**config.mk**
```make
export PLATFORM = sky130hd
export DESIGN_NAME = supply_voltage_window_monitor_flat
export DESIGN_NICKNAME = d
export VERILOG_FILES = /design/src/hw/rtl/svwm_pkg.sv /design/src/hw/rtl/svwm_if.sv /design/src/hw/rtl/svwm_cfg_regs.sv /design/src/hw/rtl/svwm_scale.sv /design/src/hw/rtl/svwm_comparator.sv /design/src/hw/rtl/svwm_mean.sv /design/src/hw/rtl/supply_voltage_window_monitor.sv /design/src/flat_wrapper.sv
export VERILOG_INCLUDE_DIRS = /design/src /design/src/hw/rtl
export SDC_FILE = /design/constraint.sdc
export NUM_CORES = 1
export LEC_CHECK = 0
export BUFFER_PORTS_ARGS = -buffer_cell sky130_fd_sc_hd__buf_2
export CORE_ASPECT_RATIO = 0.9
export CORE_MARGIN = 2
export CORE_UTILIZATION = 55
export DETAILED_ROUTE_END_ITERATION = 16
export PLACE_DENSITY = 0.76
export SYNTH_ARGS = -nofsm -noshare
export SYNTH_HDL_FRONTEND = slang
export SYNTH_SLANG_ARGS = --single-unit
```
**constraint.sdc**
```tcl
create_clock -name clk -period 2.3 [get_ports clk]
set_input_delay 0 -clock clk [delete_from_list [all_inputs] [get_ports clk]]
set_output_delay 0 -clock clk [all_outputs]
set_load 0.01 [all_outputs]
```
**src/hw/rtl/supply_voltage_window_monitor_defines.svh**
```systemverilog
// Assertion macros shared by the supply voltage window monitor RTL.
`ifndef SUPPLY_VOLTAGE_WINDOW_MONITOR_DEFINES_SVH
`define SUPPLY_VOLTAGE_WINDOW_MONITOR_DEFINES_SVH

`ifndef NO_ASSERTIONS
// checked only out of reset
`define SVWM_ASSERT(lbl, prop, msg) \
    lbl: assert property (@(posedge clk) disable iff (!rst_n) prop) else $error(msg);
// checked on every edge, reset included
`define SVWM_ASSERT_ALWAYS(lbl, prop, msg) \
    lbl: assert property (@(posedge clk) prop) else $error(msg);
`else
`define SVWM_ASSERT(lbl, prop, msg)
`define SVWM_ASSERT_ALWAYS(lbl, prop, msg)
`endif

`endif

```
**src/hw/rtl/svwm_pkg.sv**
```systemverilog
// Types and constants of the supply voltage window monitor.
`timescale 1ns / 1ps

package svwm_pkg;

    localparam int RAW_W     = 16;
    localparam int LEVEL_W   = 12;
    localparam int CNT_W     = 4;
    localparam int SUM_W     = 14;
    localparam int PHASE_W   = 2;
    localparam int NUM_REGS  = 8;
    localparam int NUM_CMP   = 4;
    localparam int CFG_IDX_W = 3;

    // floor(raw*100/1805) == (raw*SCALE_MUL) >> SCALE_SHIFT, exact for 16-bit raw
    localparam int MUL_W       = 21;
    localparam int SCALE_SHIFT = 25;
    localparam logic [MUL_W-1:0] SCALE_MUL = 21'd1858972;
    localparam int PROD_W      = RAW_W + MUL_W;

    typedef logic [LEVEL_W-1:0] level_t;
    typedef level_t level_arr_t [NUM_REGS];
    typedef logic [CNT_W-1:0] count_t;

    typedef enum logic [CFG_IDX_W-1:0] {
        REG_RESET_LOW_ENTER  = 3'd0,
        REG_RESET_LOW_EXIT   = 3'd1,
        REG_WARN_LOW_ENTER   = 3'd2,
        REG_WARN_LOW_EXIT    = 3'd3,
        REG_WARN_HIGH_ENTER  = 3'd4,
        REG_WARN_HIGH_EXIT   = 3'd5,
        REG_RESET_HIGH_ENTER = 3'd6,
        REG_RESET_HIGH_EXIT  = 3'd7
    } cfg_reg_e;

    localparam int CMP_RESET_LOW  = 0;
    localparam int CMP_WARN_LOW   = 1;
    localparam int CMP_WARN_HIGH  = 2;
    localparam int CMP_RESET_HIGH = 3;

    // below flags out of reset, bit per comparator
    localparam logic [NUM_CMP-1:0] BELOW_RESET = 4'b1100;

    function automatic level_t level_reset(input cfg_reg_e idx);
        level_t val;
        case (idx)
            REG_RESET_LOW_ENTER:  val = 12'd500;
            REG_RESET_LOW_EXIT:   val = 12'd550;
            REG_WARN_LOW_ENTER:   val = 12'd600;
            REG_WARN_LOW_EXIT:    val = 12'd650;
            REG_WARN_HIGH_ENTER:  val = 12'd2600;
            REG_WARN_HIGH_EXIT:   val = 12'd2650;
            REG_RESET_HIGH_ENTER: val = 12'd2650;
            REG_RESET_HIGH_EXIT:  val = 12'd2700;
            default:              val = '0;
        endcase
        return val;
    endfunction

endpackage

```
**src/hw/rtl/svwm_if.sv**
```systemverilog
// Valid/ready channels of the supply voltage window monitor.
`timescale 1ns / 1ps

interface svwm_sample_if;
    logic                      valid;
    logic                      ready;
    logic [svwm_pkg::RAW_W-1:0] adc_sample;

    modport source (output valid, output adc_sample, input ready);
    modport sink (input valid, input adc_sample, output ready);
endinterface

interface svwm_result_if;
    logic                        valid;
    logic                        ready;
    logic [svwm_pkg::LEVEL_W-1:0] volts_now;
    logic [svwm_pkg::LEVEL_W-1:0] volts_mean;
    logic                        reset_low_flag;
    logic                        warn_low_flag;
    logic                        warn_high_ok;
    logic                        reset_high_ok;
    logic                        mute_request;
    logic                        reset_request;

    modport source (
        output valid, output volts_now, output volts_mean, output reset_low_flag,
        output warn_low_flag, output warn_high_ok, output reset_high_ok,
        output mute_request, output reset_request, input ready
    );
    modport sink (
        input valid, input volts_now, input volts_mean, input reset_low_flag,
        input warn_low_flag, input warn_high_ok, input reset_high_ok,
        input mute_request, input reset_request, output ready
    );
endinterface

```
**src/hw/rtl/svwm_cfg_regs.sv**
```systemverilog
// Threshold register file written through the configuration port.
`timescale 1ns / 1ps

module svwm_cfg_regs (
    input  logic                          clk,
    input  logic                          rst_n,
    input  logic                          cfg_we,
    input  logic [svwm_pkg::CFG_IDX_W-1:0] cfg_index,
    input  logic [svwm_pkg::LEVEL_W-1:0]   cfg_data,
    output svwm_pkg::level_arr_t          levels
);
    import svwm_pkg::*;

    level_t levels_reg [NUM_REGS];

    always_ff @(posedge clk or negedge rst_n)
    begin
        if (!rst_n)
        begin
            for (int i = 0; i < NUM_REGS; i++)
            begin
                levels_reg[i] <= level_reset(cfg_reg_e'(i[CFG_IDX_W-1:0]));
            end
        end
        else if (cfg_we)
        begin
            levels_reg[cfg_index] <= cfg_data;
        end
    end

    always_comb
    begin
        for (int i = 0; i < NUM_REGS; i++)
        begin
            levels[i] = levels_reg[i];
        end
    end

endmodule

```
**src/hw/rtl/svwm_scale.sv**
```systemverilog
// Input stage: raw sample to centivolts by reciprocal multiply.
`timescale 1ns / 1ps

module svwm_scale (
    input  logic                        clk,
    input  logic                        rst_n,
    input  logic                        in_valid,
    output logic                        in_ready,
    input  logic [svwm_pkg::RAW_W-1:0]   raw,
    input  logic                        advance,
    output logic                        stage_valid,
    output logic [svwm_pkg::LEVEL_W-1:0] volts
);
    import svwm_pkg::*;

    logic              valid_reg;
    logic              valid_next;
    level_t            volts_reg;
    logic [PROD_W-1:0] product;
    logic              take;

    assign in_ready = !valid_reg || advance;
    assign take     = in_valid && in_ready;
    assign product  = PROD_W'(raw) * PROD_W'(SCALE_MUL);

    always_comb
    begin
        valid_next = valid_reg;
        if (take)
        begin
            valid_next = 1'b1;
        end
        else if (advance)
        begin
            valid_next = 1'b0;
        end
    end

    always_ff @(posedge clk or negedge rst_n)
    begin
        if (!rst_n)
        begin
            valid_reg <= 1'b0;
        end
        else
        begin
            valid_reg <= valid_next;
        end
    end

    always_ff @(posedge clk)
    begin
        if (take)
        begin
            volts_reg <= product[SCALE_SHIFT +: LEVEL_W];
        end
    end

    assign stage_valid = valid_reg;
    assign volts       = volts_reg;

endmodule

```
**src/hw/rtl/svwm_comparator.sv**
```systemverilog
// One debounced hysteresis comparator.
`timescale 1ns / 1ps

`include "supply_voltage_window_monitor_defines.svh"

module svwm_comparator #(
    parameter int   LIMIT      = 6,
    parameter logic FLAG_RESET = 1'b0
) (
    input  logic                        clk,
    input  logic                        rst_n,
    input  logic                        en,
    input  logic [svwm_pkg::LEVEL_W-1:0] volts,
    input  logic [svwm_pkg::LEVEL_W-1:0] enter_lvl,
    input  logic [svwm_pkg::LEVEL_W-1:0] exit_lvl,
    output logic                        below
);
    import svwm_pkg::*;

    localparam count_t LIM = CNT_W'(LIMIT);

    logic   flag_reg;
    logic   flag_next;
    count_t cnt_reg;
    count_t cnt_next;
    logic   toward;

    // clear flag looks under enter, set flag looks over exit
    assign toward = flag_reg ? (volts > exit_lvl) : (volts < enter_lvl);

    always_comb
    begin
        flag_next = flag_reg;
        cnt_next  = cnt_reg;
        if (en)
        begin
            if (toward)
            begin
                if (cnt_reg == '0)
                begin
                    cnt_next  = LIM;
                    flag_next = !flag_reg;
                end
                else
                begin
                    cnt_next = cnt_reg - 1'b1;
                end
            end
            else if (cnt_reg < LIM)
            begin
                cnt_next = cnt_reg + 1'b1;
            end
        end
    end

    always_ff @(posedge clk or negedge rst_n)
    begin
        if (!rst_n)
        begin
            flag_reg <= FLAG_RESET;
            cnt_reg  <= LIM;
        end
        else
        begin
            flag_reg <= flag_next;
            cnt_reg  <= cnt_next;
        end
    end

    assign below = flag_reg;

    `SVWM_ASSERT_ALWAYS(a_cnt_in_range, cnt_reg <= LIM, "debounce count above limit")
    `SVWM_ASSERT(a_flip_from_zero, (flag_reg != $past(flag_reg)) |-> ($past(cnt_reg) == '0 && cnt_reg == LIM), "flag flipped without expired count")
    `SVWM_ASSERT(a_idle_holds, !$past(en) |-> ($stable(cnt_reg) && $stable(flag_reg)), "comparator state moved without a beat")

endmodule

```
**src/hw/rtl/svwm_mean.sv**
```systemverilog
// Four-sample window average.
`timescale 1ns / 1ps

module svwm_mean (
    input  logic                        clk,
    input  logic                        rst_n,
    input  logic                        en,
    input  logic [svwm_pkg::LEVEL_W-1:0] volts,
    output logic [svwm_pkg::LEVEL_W-1:0] mean
);
    import svwm_pkg::*;

    logic [SUM_W-1:0]   sum_reg;
    logic [SUM_W-1:0]   sum_next;
    logic [SUM_W-1:0]   sum_add;
    logic [PHASE_W-1:0] phase_reg;
    logic [PHASE_W-1:0] phase_next;
    level_t             mean_reg;
    level_t             mean_next;

    assign sum_add = sum_reg + SUM_W'(volts);

    always_comb
    begin
        sum_next   = sum_reg;
        phase_next = phase_reg;
        mean_next  = mean_reg;
        if (en)
        begin
            phase_next = phase_reg + 1'b1;
            sum_next   = sum_add;
            // fourth beat of the window publishes and restarts
            if (phase_next == '0)
            begin
                mean_next = sum_add[SUM_W-1:2];
                sum_next  = '0;
            end
        end
    end

    always_ff @(posedge clk or negedge rst_n)
    begin
        if (!rst_n)
        begin
            sum_reg   <= '0;
            phase_reg <= '0;
            mean_reg  <= '0;
        end
        else
        begin
            sum_reg   <= sum_next;
            phase_reg <= phase_next;
            mean_reg  <= mean_next;
        end
    end

    assign mean = mean_reg;

endmodule

```
**src/hw/rtl/supply_voltage_window_monitor.sv**
```systemverilog
// Supply voltage window monitor: four debounced comparators and a mean.
// Takes one converter sample per cycle when the result side keeps up. A sample
// is scaled to centivolts in the input register (one 16x21 reciprocal multiply),
// and the comparators, the four-sample mean and the result register update when
// the sample advances out of the input register, which waits while an unaccepted
// result is held. Throughput is one sample per cycle while results are taken; a
// stalled result holds while the input register takes one more sample behind it.
`timescale 1ns / 1ps

module supply_voltage_window_monitor #(
    parameter int DEBOUNCE_RESET   = 6,
    parameter int DEBOUNCE_WARNING = 12
) (
    input  logic                          clk,
    input  logic                          rst_n,
    svwm_sample_if.sink                   sample,
    svwm_result_if.source                 result,
    input  logic                          cfg_we,
    input  logic [svwm_pkg::CFG_IDX_W-1:0] cfg_index,
    input  logic [svwm_pkg::LEVEL_W-1:0]   cfg_data
);
    import svwm_pkg::*;

    level_arr_t        levels;
    logic              stage_valid;
    level_t            volts;
    logic              advance;
    logic              out_valid_reg;
    logic              out_valid_next;
    level_t            volts_now_reg;
    level_t            mean;
    logic [NUM_CMP-1:0] below;

    svwm_cfg_regs u_cfg (
        .clk       (clk),
        .rst_n     (rst_n),
        .cfg_we    (cfg_we),
        .cfg_index (cfg_index),
        .cfg_data  (cfg_data),
        .levels    (levels)
    );

    svwm_scale u_scale (
        .clk         (clk),
        .rst_n       (rst_n),
        .in_valid    (sample.valid),
        .in_ready    (sample.ready),
        .raw         (sample.adc_sample),
        .advance     (advance),
        .stage_valid (stage_valid),
        .volts       (volts)
    );

    assign advance = stage_valid && (!out_valid_reg || result.ready);

    for (genvar k = 0; k < NUM_CMP; k++)
    begin : g_cmp
        svwm_comparator #(
            .LIMIT      ((k == CMP_WARN_LOW) ? DEBOUNCE_WARNING : DEBOUNCE_RESET),
            .FLAG_RESET (BELOW_RESET[k])
        ) u_cmp (
            .clk       (clk),
            .rst_n     (rst_n),
            .en        (advance),
            .volts     (volts),
            .enter_lvl (levels[2*k]),
            .exit_lvl  (levels[2*k+1]),
            .below     (below[k])
        );
    end

    svwm_mean u_mean (
        .clk   (clk),
        .rst_n (rst_n),
        .en    (advance),
        .volts (volts),
        .mean  (mean)
    );

    always_comb
    begin
        out_valid_next = out_valid_reg;
        if (advance)
        begin
            out_valid_next = 1'b1;
        end
        else if (result.ready)
        begin
            out_valid_next = 1'b0;
        end
    end

    always_ff @(posedge clk or negedge rst_n)
    begin
        if (!rst_n)
        begin
            out_valid_reg <= 1'b0;
        end
        else
        begin
            out_valid_reg <= out_valid_next;
        end
    end

    always_ff @(posedge clk)
    begin
        if (advance)
        begin
            volts_now_reg <= volts;
        end
    end

    // flags and mean are the state itself, updated on the same beat as volts_now
    assign result.valid          = out_valid_reg;
    assign result.volts_now      = volts_now_reg;
    assign result.volts_mean     = mean;
    assign result.reset_low_flag = below[CMP_RESET_LOW];
    assign result.warn_low_flag  = below[CMP_WARN_LOW];
    assign result.warn_high_ok   = below[CMP_WARN_HIGH];
    assign result.reset_high_ok  = below[CMP_RESET_HIGH];
    assign result.mute_request   = below[CMP_WARN_LOW] || !below[CMP_WARN_HIGH];
    assign result.reset_request  = below[CMP_RESET_LOW];

endmodule

```
**src/flat_wrapper.sv**
```systemverilog
// flat-port wrapper written by rule: the top's interface ports become plain ports
module supply_voltage_window_monitor_flat import svwm_pkg::*;
#(
    parameter int DEBOUNCE_RESET   = 6,
    parameter int DEBOUNCE_WARNING = 12
)
  (clk, rst_n, cfg_we, cfg_index, cfg_data, sample_valid, sample_adc_sample, sample_ready, result_valid, result_volts_now, result_volts_mean, result_reset_low_flag, result_warn_low_flag, result_warn_high_ok, result_reset_high_ok, result_mute_request, result_reset_request, result_ready);
  svwm_sample_if sample_i ();
  svwm_result_if result_i ();
  input  logic clk;
  input  logic rst_n;
  input  logic cfg_we;
  input  logic [svwm_pkg::CFG_IDX_W-1:0] cfg_index;
  input  logic [svwm_pkg::LEVEL_W-1:0] cfg_data;
  input wire logic [$bits(sample_i.valid)-1:0] sample_valid;
  input wire logic [$bits(sample_i.adc_sample)-1:0] sample_adc_sample;
  output wire logic [$bits(sample_i.ready)-1:0] sample_ready;
  output wire logic [$bits(result_i.valid)-1:0] result_valid;
  output wire logic [$bits(result_i.volts_now)-1:0] result_volts_now;
  output wire logic [$bits(result_i.volts_mean)-1:0] result_volts_mean;
  output wire logic [$bits(result_i.reset_low_flag)-1:0] result_reset_low_flag;
  output wire logic [$bits(result_i.warn_low_flag)-1:0] result_warn_low_flag;
  output wire logic [$bits(result_i.warn_high_ok)-1:0] result_warn_high_ok;
  output wire logic [$bits(result_i.reset_high_ok)-1:0] result_reset_high_ok;
  output wire logic [$bits(result_i.mute_request)-1:0] result_mute_request;
  output wire logic [$bits(result_i.reset_request)-1:0] result_reset_request;
  input wire logic [$bits(result_i.ready)-1:0] result_ready;
  assign sample_i.valid = sample_valid;
  assign sample_i.adc_sample = sample_adc_sample;
  assign sample_ready = sample_i.ready;
  assign result_valid = result_i.valid;
  assign result_volts_now = result_i.volts_now;
  assign result_volts_mean = result_i.volts_mean;
  assign result_reset_low_flag = result_i.reset_low_flag;
  assign result_warn_low_flag = result_i.warn_low_flag;
  assign result_warn_high_ok = result_i.warn_high_ok;
  assign result_reset_high_ok = result_i.reset_high_ok;
  assign result_mute_request = result_i.mute_request;
  assign result_reset_request = result_i.reset_request;
  assign result_i.ready = result_ready;
  supply_voltage_window_monitor #(.DEBOUNCE_RESET(DEBOUNCE_RESET), .DEBOUNCE_WARNING(DEBOUNCE_WARNING)) u_core (.clk(clk), .rst_n(rst_n), .sample(sample_i), .result(result_i), .cfg_we(cfg_we), .cfg_index(cfg_index), .cfg_data(cfg_data));
endmodule
```
# [After elaboration in Yosys (flattened, before gate mapping)]
# Index checks and enable logic that the tools add are counted.
[word_totals] input_bits=36 ff_bits=170 out_inout_bits=32 elab_cells=105
[op_classes] reduce_logical=32 mul=1 bitwise_logic=1 muxes=24 n_lt_le_gt_ge=14 n_addsub=10
[op_table] op="$bwmux 96" count=1
[op_table] op="$gt 12x12->1" count=4
[op_table] op="$lt 12x12->1" count=4
[op_table] op="$mux 4" count=12
[op_table] op="$demux 12 s3" count=1
[op_table] op="$mul 16x19->35 const B" count=1
[op_table] op="$add 4x1->4 const B" count=4
[op_table] op="$logic_not 4->1" count=4
[op_table] op="$sub 4x1->4 const B" count=4
[op_table] op="$add 14x12->14" count=1
[op_table] op="$mux 14" count=1
[op_table] op="$lt 4x3->1 const B" count=3
[op_table] op="$mux 12" count=1
[op_table] op="$reduce_and 3->1" count=4
[op_table] op="$reduce_bool 2->1" count=6
[op_table] op="$reduce_and 2->1" count=5
[op_table] op="$mux 1" count=8
[op_table] op="$logic_not 1->1" count=6
[op_table] op="$ge 4x4->1 const B" count=1
[op_table] op="$lt 4x1->1 const B" count=1
[op_table] op="$lt 4x4->1 const B" count=1
[op_table] op="$not 3->4" count=1
[op_table] op="$logic_and 1x1->1" count=3
[op_table] op="$logic_or 1x1->1" count=3
[op_table] op="other kinds (2)" count=2

# [Logic depth before layout (Yosys ltp)]
# Gate-level depths: netlist (run 1).
[depth] depth_word=6 depth_mapped=21 mapped_depth_nobuf=21

# [Cells and area by module]
# From an unflattened synthesis (run 1), not the netlist that was laid out.
[unflattened] cells_unflattened=1504 hier_area_um2=15777.6
[by_module_without_submodules] module="svwm_scale" cells_per_inst=624 n_inst=1 area_per_inst_um2=6120.9 seq_area_each_um2=385.4
[by_module_without_submodules] module="svwm_cfg_regs" cells_per_inst=208 n_inst=1 area_per_inst_um2=3708.6 seq_area_each_um2=2451.1
[by_module_without_submodules] module="svwm_mean" cells_per_inst=166 n_inst=1 area_per_inst_um2=1626.6 seq_area_each_um2=700.7
[by_module_without_submodules] module="svwm_comparator at u_core.g_cmp[1].u_cmp" cells_per_inst=129 n_inst=1 area_per_inst_um2=1042.2 seq_area_each_um2=127.6
[by_module_without_submodules] module="svwm_comparator at u_core.g_cmp[2].u_cmp" cells_per_inst=121 n_inst=1 area_per_inst_um2=964.7 seq_area_each_um2=128.9
[by_module_without_submodules] module="svwm_comparator at u_core.g_cmp[0].u_cmp" cells_per_inst=121 n_inst=1 area_per_inst_um2=963.4 seq_area_each_um2=127.6
[by_module_without_submodules] module="svwm_comparator at u_core.g_cmp[3].u_cmp" cells_per_inst=117 n_inst=1 area_per_inst_um2=933.4 seq_area_each_um2=128.9
[by_module_without_submodules] module="supply_voltage_window_monitor" cells_per_inst=18 n_inst=1 area_per_inst_um2=417.9 seq_area_each_um2=385.4

# [Least setup slack after synthesis (run 1)]
# Ideal clock, no wire load.
[synth_timing] path_kind="input to register" start="in sample_adc_sample[7]" end="reg u_core.u_scale.volts_reg[9] (netlist: u_core.u_scale.volts[9]) (data pin)" t_required_ps=2120 path_slack_ps=-2982 stages=19 n_path_buf=0 t_arrival_ps=5102 path_cell_list="fa_1 inv_1 fa_1 inv_1 fa_1 fa_1 inv_1 fa_1 fa_1 inv_1 ha_1 a21o_1 a21o_1 a211o_1 o2bb2ai_1 a21o_4 o311ai_4 or4b_1 o311ai_1"
[synth_between] elab_chain_len=1
[synth_rtl] element="from (decl)" line="flat_wrapper.sv:16" source="input wire logic [$bits(sample_i.adc_sample)-1:0] sample_adc_sample;"
[synth_rtl] element="$mul 16x19->35" line="svwm_scale.sv:24" source="assign product = PROD_W'(raw) * PROD_W'(SCALE_MUL);"
[synth_rtl] element="named net u_core.u_scale.product[34]" line="svwm_scale.sv:19" source="logic [PROD_W-1:0] product;"
[synth_rtl] element="to (signal assigned)" line="svwm_scale.sv:55" source="volts_reg <= product[SCALE_SHIFT +: LEVEL_W];"
[synth_rtl] element="to (decl)" line="svwm_scale.sv:18" source="level_t volts_reg;"
# The timed path passes the listed nets, and every way through them passes these cells.
# A chain may end at the register's enable or synchronous reset.

# [Final worst setup path (run 1)]
[layout_timing] start="in sample_adc_sample[9]" end="reg u_core.u_scale.volts_reg[6] (netlist: u_core.u_scale.volts[6]) (data pin)"
# Same word-level chain as after synthesis.

==> results of run 1 <==
==> critical path: cells and delay by family <==
family,cells,cell delay (ps)
adder cells (fa/ha/maj),7,3260
AO/OA/AOI/OAI,7,1380
AND/OR/NAND/NOR,1,500
buffers and inverters,3,190
==> what timing repair did <==
action,4_1_cts,5_1_grt
endpoints found under the hold margin,111,0
pin swaps,111,103
setup endpoints to repair,48,51
setup buffers,41,38
gates cloned,2,0
resized for setup,218,124
hold buffers,16,0
==> power groups by stage <==
| stage | clock network, mW | registers, mW | logic (mW) |
|---|---|---|---|
| 6_report | 3.20 | 5.30 | 26.3 |
| 5_1_grt | 3.32 | 5.36 | 28.1 |
| 4_1_cts | 3.15 | 5.12 | 22.2 |
| 3_5_place_dp | 0 | 5.15 | 19.0 |
| 3_3_place_gp | 0 | 5.10 | 18.2 |
| 2_1_floorplan | 0 | 5.16 | 12.5 |
==> how the worst max path moves through the flow <==
stage | endpoint | cells past startpoint | slack, ps
2_1_floorplan | u_core.u_scale.volts[9] | 17 | -2790
3_3_place_gp | u_core.u_scale.volts[9] | 20 | -3080
3_5_place_dp | u_core.u_scale.volts[9] | 19 | -3150
4_1_cts | u_core.u_scale.volts[6] | 18 | -2660
5_1_grt | u_core.u_scale.volts[6] | 20 | -2860
6_report | u_core.u_scale.volts[6] | 18 | -2780
==> cell families (layout without fill, tap and decap cells) <==
kind of cell / count (synthesis) / in the layout / synth area share, %
and+or+nand+nor: 241 / 242 / 7.81
adders and majority gates: 368 / 368 / 36.5
DFF: 170 / 170 / 29.6
AOI/OAI and AO/OA: 262 / 263 / 11.1
xor gates and xnor gates: 30 / 30 / 1.76
buffers and inverters: 332 / 693 / 8.35
muxes: 65 / 65 / 4.87
==> layout make-up <==
type                       count  area share (%)
clock buffer                  23            2.54
tap                          354            2.16
timing repair buffer         351            13.6
inverter                     310            5.69
multi-input combinational    968            53.8
sequential                   170            21.6
clock inverter                 9           0.579
==> Yosys cell counts (14+ instances only) <==
master	instances
a21o_1	16
a21oi_1	62
clkbuf_1	16
dfrtp_1	97
dfstp_2	49
edfxtp_1	24
fa_1	114
ha_1	254
inv_1	310
mux2_2	63
nand2_1	92
nand3_1	14
nand4_1	20
nor2_1	38
nor3_1	18
o21ai_0	83
xnor2_1	16
xor2_1	14
==> routing by layer <==
| layer | vias up | global-route usage, % | share of wire, % |
|---|---|---|---|
| li1 | 5644 | - | - |
| met1 | 6450 | 40.9 | 37 |
| met2 | 859 | 52.2 | 47 |
| met3 | 336 | 5.75 | 8.3 |
| met4 | 0 | 17.0 | 7.5 |
| met5 | - | 0 | 0 |
==> results.yml, run 1 <==
final_layout:
  fillers: 1474
  antennaDiodeCount: 0
  utilization_pct: 76.4
  ff_latch_area_um2: 4440
  final_area_um2: 20500
  fin_cells: 2185
  multiInputGateArea_um2: 11000
  final_cell_mix: "inv_1 (285), buf_4 (213), ha_1 (192), fa_1 (98), dfrtp_1 (97)"
  areaGrowthSynthToFinish_pct: 37.2
  nNetsFinal: 2222
  mostFrequentLayoutCell: "inv_1"
  largest_reg_flops: 96
  drive_above_1_share_pct: 39.7
sta:
  setup_viol: 50
  rsz0062_at_grt: "yes"
  slew_viol_final: 0
  min_period_ps: 5080
  worst_pin_slew_ps: 890
  timing.final.ws_setup_ps: -2780
  fin_crit_sh_pct: 221
  relSlewSlack_pct: 40.3
  hold-worst-slack_ps: 52.5
  hold_violations: 0
  finalSetupTns_ps: -39880
  max_freq_mhz: 197
  clock_skew_ps: 12.6
critical_path:
  crit_arrival_ps: 5330
  path_class: "in -> reg"
  r2r_cells: 13
  worstPathMaxFanout: 4
  cp_common_cell: "fa_2"
  startpoint: "sample_adc_sample[9]"
  path_cells: "buf_12 > fa_2 > fa_1 > fa_2 > inv_2 > fa_2 > inv_2 > fa_1 > fa_2 > ha_4 > a21o_1 > a21o_1 > a211o_1 > o2bb2ai_2 > a21o_4 > o31ai_4 > or4b_4 > o311ai_2"
  worstSetupEndpointType: "register"
  max_stage_delay_ps: 600
  crit_path_start_kind: "input pin"
  crit_required_ps: 2550
  timing.rr.start: "u_core.u_scale.volts[0]"
  rrSetupSlack_ps: -600
  r2r_end: "u_core.u_mean.sum_reg[12]"
  slowest_stage: "fa_2"
logic_synthesis:
  yosysSeqAreaShare_pct: 29.6
  synth_edf_count: 24
  syn_inst: 1468
  yosysTopAreaCell: "ha_1"
  yosysTopAreaCellShare_pct: 21.2
  synthesis.area_um2: 15000
  synth_nets: 1872
  synth_area_per_cell_um2: 10.2
  synth-seq-cells: 170
  yosysWarnings: 0
  synthArstFlopShare_pct: 85.9
  synthFlopType: "dfrtp_1"
  ys_types: 64
  synth.area.top_cells: "ha_1 (21%), dfrtp_1 (16%), fa_1 (15%)"
place:
  hpwl_mm: 30.2
  gp_congestion: 0.956
  pre_cts_ws_ps: -3150
  place_area_um2: 17500
  placed_cells_incl_taps: 2069
  io_buffers: 67
clock_network:
  cts_made_buffers: 17
  clk_latency_ps: 450
  cts_max_level: 4
  clock-sinks: 170
  clk_pin_slew_ps: 70
  max-clock-path-buffers: 2
  cts-root-buf: "clkbuf_16"
  cts_tree: "done"
die:
  die-area_um2: 28500
  ioPinCount: 68
  initial_core_util_pct: 55.7
  chipHeight_um: 160
  dieWidth_um: 178
  core_area_um2: 26900
  core.rowCount: 57
routing:
  drc: 0
  vias: 13289
  final_antenna_net_count: 0
  viasPerCell: 6.08
  detail_route.wl_per_cell_um: 23.2
  drtIter0Drc: 1248
  routed_wl_mm: 50.6
  first_pass_iters: 7
hold_path:
  hold_start: "cfg_index[1]"
  min_path_cells: 4
  hold_path_end: "u_core.u_cfg.levels[92]"
  hold_class: "in -> reg"
grt:
  grt_overflow_total: 0
  grtUsageTotal_pct: 32.1
  grt_pass1_vias: 13534
  antenna_found_initial: 1
  grt_pass1_wl_mm: 70.6
  grt_max_degree: 60
power:
  pwr-share-seq_pct: 15.2
  internal_power_mw: 18.9
  power_density_nw_per_um2: 1690
  switching_share_pct: 45.8
  p_leak_nw: 9.79
  netSwitchingPower_mw: 15.9
  clkPwrFrac_pct: 9.2
  ir_drop_mv: 1.41
  p_comb_share_pct: 75.6
  total_power_mw: 34.8
outcome:
  status: "finished, violations left"
  violations: "negative setup slack"
flow_run:
  cap_violations: 0
No activity file was read; power rests on OpenSTA's default activity.
==> inputs of run 2 (changes only) <==
--- a/config.mk
+++ b/config.mk
@@ -11,7 +11,9 @@
 export CORE_MARGIN = 2
 export CORE_UTILIZATION = 55
 export DETAILED_ROUTE_END_ITERATION = 16
-export PLACE_DENSITY = 0.76
+export PLACE_DENSITY_LB_ADDON = 0.3
+export SETUP_SLACK_MARGIN = 0.5
+export SLEW_MARGIN = 20
 export SYNTH_ARGS = -nofsm -noshare
 export SYNTH_HDL_FRONTEND = slang
 export SYNTH_SLANG_ARGS = --single-unit
==> results.yml, run 2 (synthesis gave the netlist of run 1 again) <==
outcome:
  status: "finished, violations left"
  violations: "negative setup slack"
sta:
  max_freq_mhz: 204
  clock_skew_ps: 11.4
  timing.final.ws_setup_ps: -2600
  hold_violations: 0
  setup_viol: 48
  min_period_ps: 4900
  rsz0062_at_grt: "yes"
  fin_crit_sh_pct: 213
  worst_pin_slew_ps: 866
  relSlewSlack_pct: 42.1
  slew_viol_final: 0
  hold-worst-slack_ps: 130
grt:
  grtUsageTotal_pct: 30.8
  grt_pass1_wl_mm: 68.2
  grt_max_degree: 67
  grt_overflow_total: 0
  grt_pass1_vias: 13311
  antenna_found_initial: 0
critical_path:
  path_buf_inv: 5
  rrSetupSlack_ps: -680
  timing.rr.start: "u_core.u_scale.volts[5]"
  max_stage_delay_ps: 540
  path_class: "in -> reg"
  r2r_end: "u_core.g_cmp[0].u_cmp.cnt_reg[2]"
  cp_top_family: "adder cells"
  startpoint: "sample_adc_sample[1]"
  slowest_stage: "fa_1"
  crit_path_start_kind: "input pin"
  crit_required_ps: 2570
  path_cells: "buf_2 > ha_4 > inv_1 > fa_1 > fa_1 > inv_1 > fa_1 > inv_1 > fa_1 > inv_1 > fa_1 > ha_4 > a21oi_4 > a21oi_2 > a211oi_2 > o41ai_4 > a21o_4 > o311ai_4 > or4b_4 > o311ai_2"
  cp_common_cell: "fa_1"
  worstSetupEndpointType: "register"
  crit_arrival_ps: 5170
  worstPathMaxFanout: 4
  r2r_cells: 10
final_layout:
  mostFrequentLayoutCell: "inv_1"
  drive_above_1_share_pct: 37.9
  nNetsFinal: 2213
  fillers: 1613
  areaGrowthSynthToFinish_pct: 34.9
  final_cell_mix: "inv_1 (291), ha_1 (206), buf_4 (202), fa_1 (98), dfrtp_1 (97)"
  antennaDiodeCount: 0
  largest_reg_flops: 96
clock_network:
  cts-root-buf: "clkbuf_16"
  cts_made_buffers: 17
  clock-sinks: 170
  cts_max_level: 4
  cts_tree: "done"
  clk_latency_ps: 450
  max-clock-path-buffers: 2
  clk_pin_slew_ps: 70
routing:
  drc: 0
  drtIter0Drc: 1196
  viasPerCell: 5.92
  routed_wl_mm: 47.4
  final_antenna_net_count: 0
  detail_route.wl_per_cell_um: 21.8
  first_pass_iters: 7
  vias: 12882
place:
  io_buffers: 67
  hpwl_mm: 29.2
  gp_congestion: 0.956
die:
  chipHeight_um: 160
  ioPinCount: 68
  initial_core_util_pct: 55.7
  die-area_um2: 28500
  dieWidth_um: 178
  core.rowCount: 57
  core_area_um2: 26900
flow_run:
  cap_violations: 0
power:
  ir_drop_mv: 1.38
  total_power_mw: 33.3
  p_leak_nw: 9.71
  power_density_nw_per_um2: 1650
hold_path:
  hold_class: "in -> async"
run 2: stage by stage:
stage	util, %	setup WS [ps]	instances	area [um^2]	TNS [ps]
2_1_floorplan	-	-2790	1468	15300	-29410
3_3_place_gp	65.4	-3040	2068	17600	-39920
3_5_place_dp	65.4	-3150	2068	17600	-42000
4_1_cts	73.1	-2590	2162	19700	-32280
5_1_grt	75.1	-2720	2176	20200	-44170
6_report	75.1	-2600	2176	20200	-40670
run 2: timing repair:
| action | CTS | global route |
|---|---|---|
| resized for setup | 190 | 88 |
| gates cloned | 1 | 0 |
| pin swaps | 98 | 65 |
| hold endpoints to repair | 158 | 0 |
| hold buffers | 16 | 0 |
| setup buffers | 45 | 14 |
| setup endpoints to repair | 55 | 55 |
run 2: final cells by class:
type,instances,area (um^2),area share [%]
Clock buffer,20,458,2.27
Clock inverter,12,136,0.675
Inverter,310,1160,5.76
Multi-Input combinational cell,967,10800,53.7
Sequential cell,170,4440,22.0
Tap cell,354,443,2.19
Timing Repair Buffer,343,2720,13.5
run 2: where the power goes:
group | leakage (nW) | internal (mW) | switching, mW
logic | 7.51 | 12.2 | 12.9
registers | 1.92 | 4.41 | 0.883
clock network | 0.279 | 1.67 | 1.30
total | 9.71 | 18.3 | 15.0
run 2: per-layer routing:
layer	up-vias	global-route usage, %	part of all wire [%]
met5	-	0	0
met4	0	15.2	6.6
met3	271	4.36	6.8
met2	710	54.2	49
met1	6277	37.0	37
li1	5624	-	-
run 2: worst max path at each step:
stage / slack (ps) / cells past startpoint / endpoint
global placement: -3040 / 20 / u_core.u_scale.volts[6]
finish: -2600 / 20 / u_core.u_scale.volts[9]
detailed placement: -3150 / 19 / u_core.u_scale.volts[9]
CTS: -2590 / 18 / u_core.u_scale.volts[9]
global route: -2720 / 20 / u_core.u_scale.volts[9]
floorplan: -2790 / 17 / u_core.u_scale.volts[9]
==> inputs of run 3 (changes only) <==
--- a/config.mk
+++ b/config.mk
@@ -11,6 +11,7 @@
 export CORE_MARGIN = 2
 export CORE_UTILIZATION = 55
 export DETAILED_ROUTE_END_ITERATION = 16
+export HOLD_SLACK_MARGIN = 0.15
 export PLACE_DENSITY_LB_ADDON = 0.3
 export SETUP_SLACK_MARGIN = 0.5
 export SLEW_MARGIN = 20
==> results.yml, run 3 (synthesis gave the netlist of run 1 again) <==
critical_path:
  worstSetupEndpointType: "register"
  path_class: "in -> reg"
  crit_required_ps: 2570
  crit_path_start_kind: "input pin"
  worstPathMaxFanout: 4
  crit_arrival_ps: 5170
grt:
  grt_pass1_vias: 13319
  grtUsageTotal_pct: 30.9
  antenna_found_initial: 0
  grt_overflow_total: 0
  grt_max_degree: 67
  grt_pass1_wl_mm: 68.3
sta:
  max_freq_mhz: 204
  relSlewSlack_pct: 42.0
  clock_skew_ps: 12.2
  timing.final.ws_setup_ps: -2600
  min_period_ps: 4900
  fin_crit_sh_pct: 213
  rsz0062_at_grt: "yes"
  setup_viol: 47
  slew_viol_final: 0
  worst_pin_slew_ps: 867
  hold_violations: 0
routing:
  drtIter0Drc: 1225
  first_pass_iters: 6
  viasPerCell: 5.92
  vias: 12896
  routed_wl_mm: 47.2
  drc: 0
  detail_route.wl_per_cell_um: 21.7
  final_antenna_net_count: 0
clock_network:
  cts_made_buffers: 17
  max-clock-path-buffers: 2
  cts-root-buf: "clkbuf_16"
  cts_max_level: 4
  cts_tree: "done"
  clock-sinks: 170
  clk_pin_slew_ps: 70
  clk_latency_ps: 450
final_layout:
  final_cell_mix: "inv_1 (291), ha_1 (206), buf_4 (202), fa_1 (98), dfrtp_1 (97)"
  drive_above_1_share_pct: 37.9
  antennaDiodeCount: 0
  areaGrowthSynthToFinish_pct: 35.0
  fillers: 1611
  nNetsFinal: 2214
  ff_latch_area_um2: 4440
  final_area_um2: 20200
  multiInputGateArea_um2: 10800
  largest_reg_flops: 96
  mostFrequentLayoutCell: "inv_1"
outcome:
  status: "finished, violations left"
  violations: "negative setup slack"
place:
  place_area_um2: 17600
  hpwl_mm: 29.2
  io_buffers: 67
  pre_cts_ws_ps: -3150
  gp_congestion: 0.956
die:
  ioPinCount: 68
  die-area_um2: 28500
  core_area_um2: 26900
  core.rowCount: 57
  dieWidth_um: 178
  chipHeight_um: 160
  initial_core_util_pct: 55.7
flow_run:
  cap_violations: 0
power:
  ir_drop_mv: 1.38
  power_density_nw_per_um2: 1650
  total_power_mw: 33.3
  p_leak_nw: 9.71
hold_path:
  hold_class: "in -> async"
## run 3: cell count changes in the layout (fill, tap and decap cells not counted)
cell,before,now
dlygate4sd3_1,16,17
## run 3: through the flow
stage	setup TNS [ps]	util, %	hold WS [ps]	std cells
global placement	-39920	65.4	49.0	2068
global route	-44110	75.1	186	2177
floorplan	-29410	-	-296	1468
detailed placement	-42000	65.4	54.1	2068
CTS	-32280	73.2	152	2163
finish	-40200	75.1	135	2177
## run 3: power by group
part           leakage (nW)  internal [mW]  switching, mW
Clock                 0.279           1.67           1.29
Combinational          7.51           12.2           12.8
Sequential             1.92           4.41          0.878
## run 3: path summary, 6_finish.rpt
| kind | slack, ps | to | from | cells past startpoint |
|---|---|---|---|---|
| worst max-delay path | -2600 | u_core.u_scale.volts[9] | sample_adc_sample[1] | 20 |
| max in group asynchronous | 1290 | u_core.u_cfg.levels[51] | rst_n | 3 |
| worst min-delay path | 130 | u_core.u_cfg.levels[22] | rst_n | 2 |
| worst max register to register | -650 | u_core.g_cmp[0].u_cmp.below | u_core.u_scale.volts[5] | 11 |
| min in group clk | 220 | u_core.u_cfg.levels[74] | cfg_index[2] | 5 |
| worst min register to register | 480 | u_core.u_mean.mean[10] | u_core.u_mean.mean[10] | 2 |
## run 3: critical path, cell delays in order
cell and delay, ps:
buf_2 140, ha_4 270, inv_1 50, fa_1 510, fa_1 500, inv_1 50, fa_1 490, inv_1 60
fa_1 540, inv_1 50, fa_1 540, ha_4 230, a21oi_4 150, a21oi_2 80, a211oi_2 270, o41ai_4 160
a21o_4 270, o311ai_4 210, or4b_4 490, o311ai_2 90
## run 3: what timing repair did
action                     CTS  global route
gates resized for setup    190            88
gates cloned                 1             0
setup buffers               45            14
pin swaps                   98            65
hold buffers                17             0
setup endpoints to repair   55            55
hold endpoints to repair   196             0
## run 3: area by class of cell
class                           instances  share of cell area [%]
Timing Repair Buffer                  344                    13.5
Clock buffer                           20                    2.27
Sequential cell                       170                    22.0
Tap cell                              354                    2.19
Multi-Input combinational cell        967                    53.6
Inverter                              310                    5.76
Clock inverter                         12                   0.675
## run 3: per-layer routing
layer / global-route usage, % / up-vias / share of wire, %
met5: 0 / - / 0
met4: 15.2 / 0 / 6.6
li1: - / 5637 / -
met3: 4.36 / 272 / 6.6
met2: 54.2 / 726 / 49
met1: 37.0 / 6261 / 37
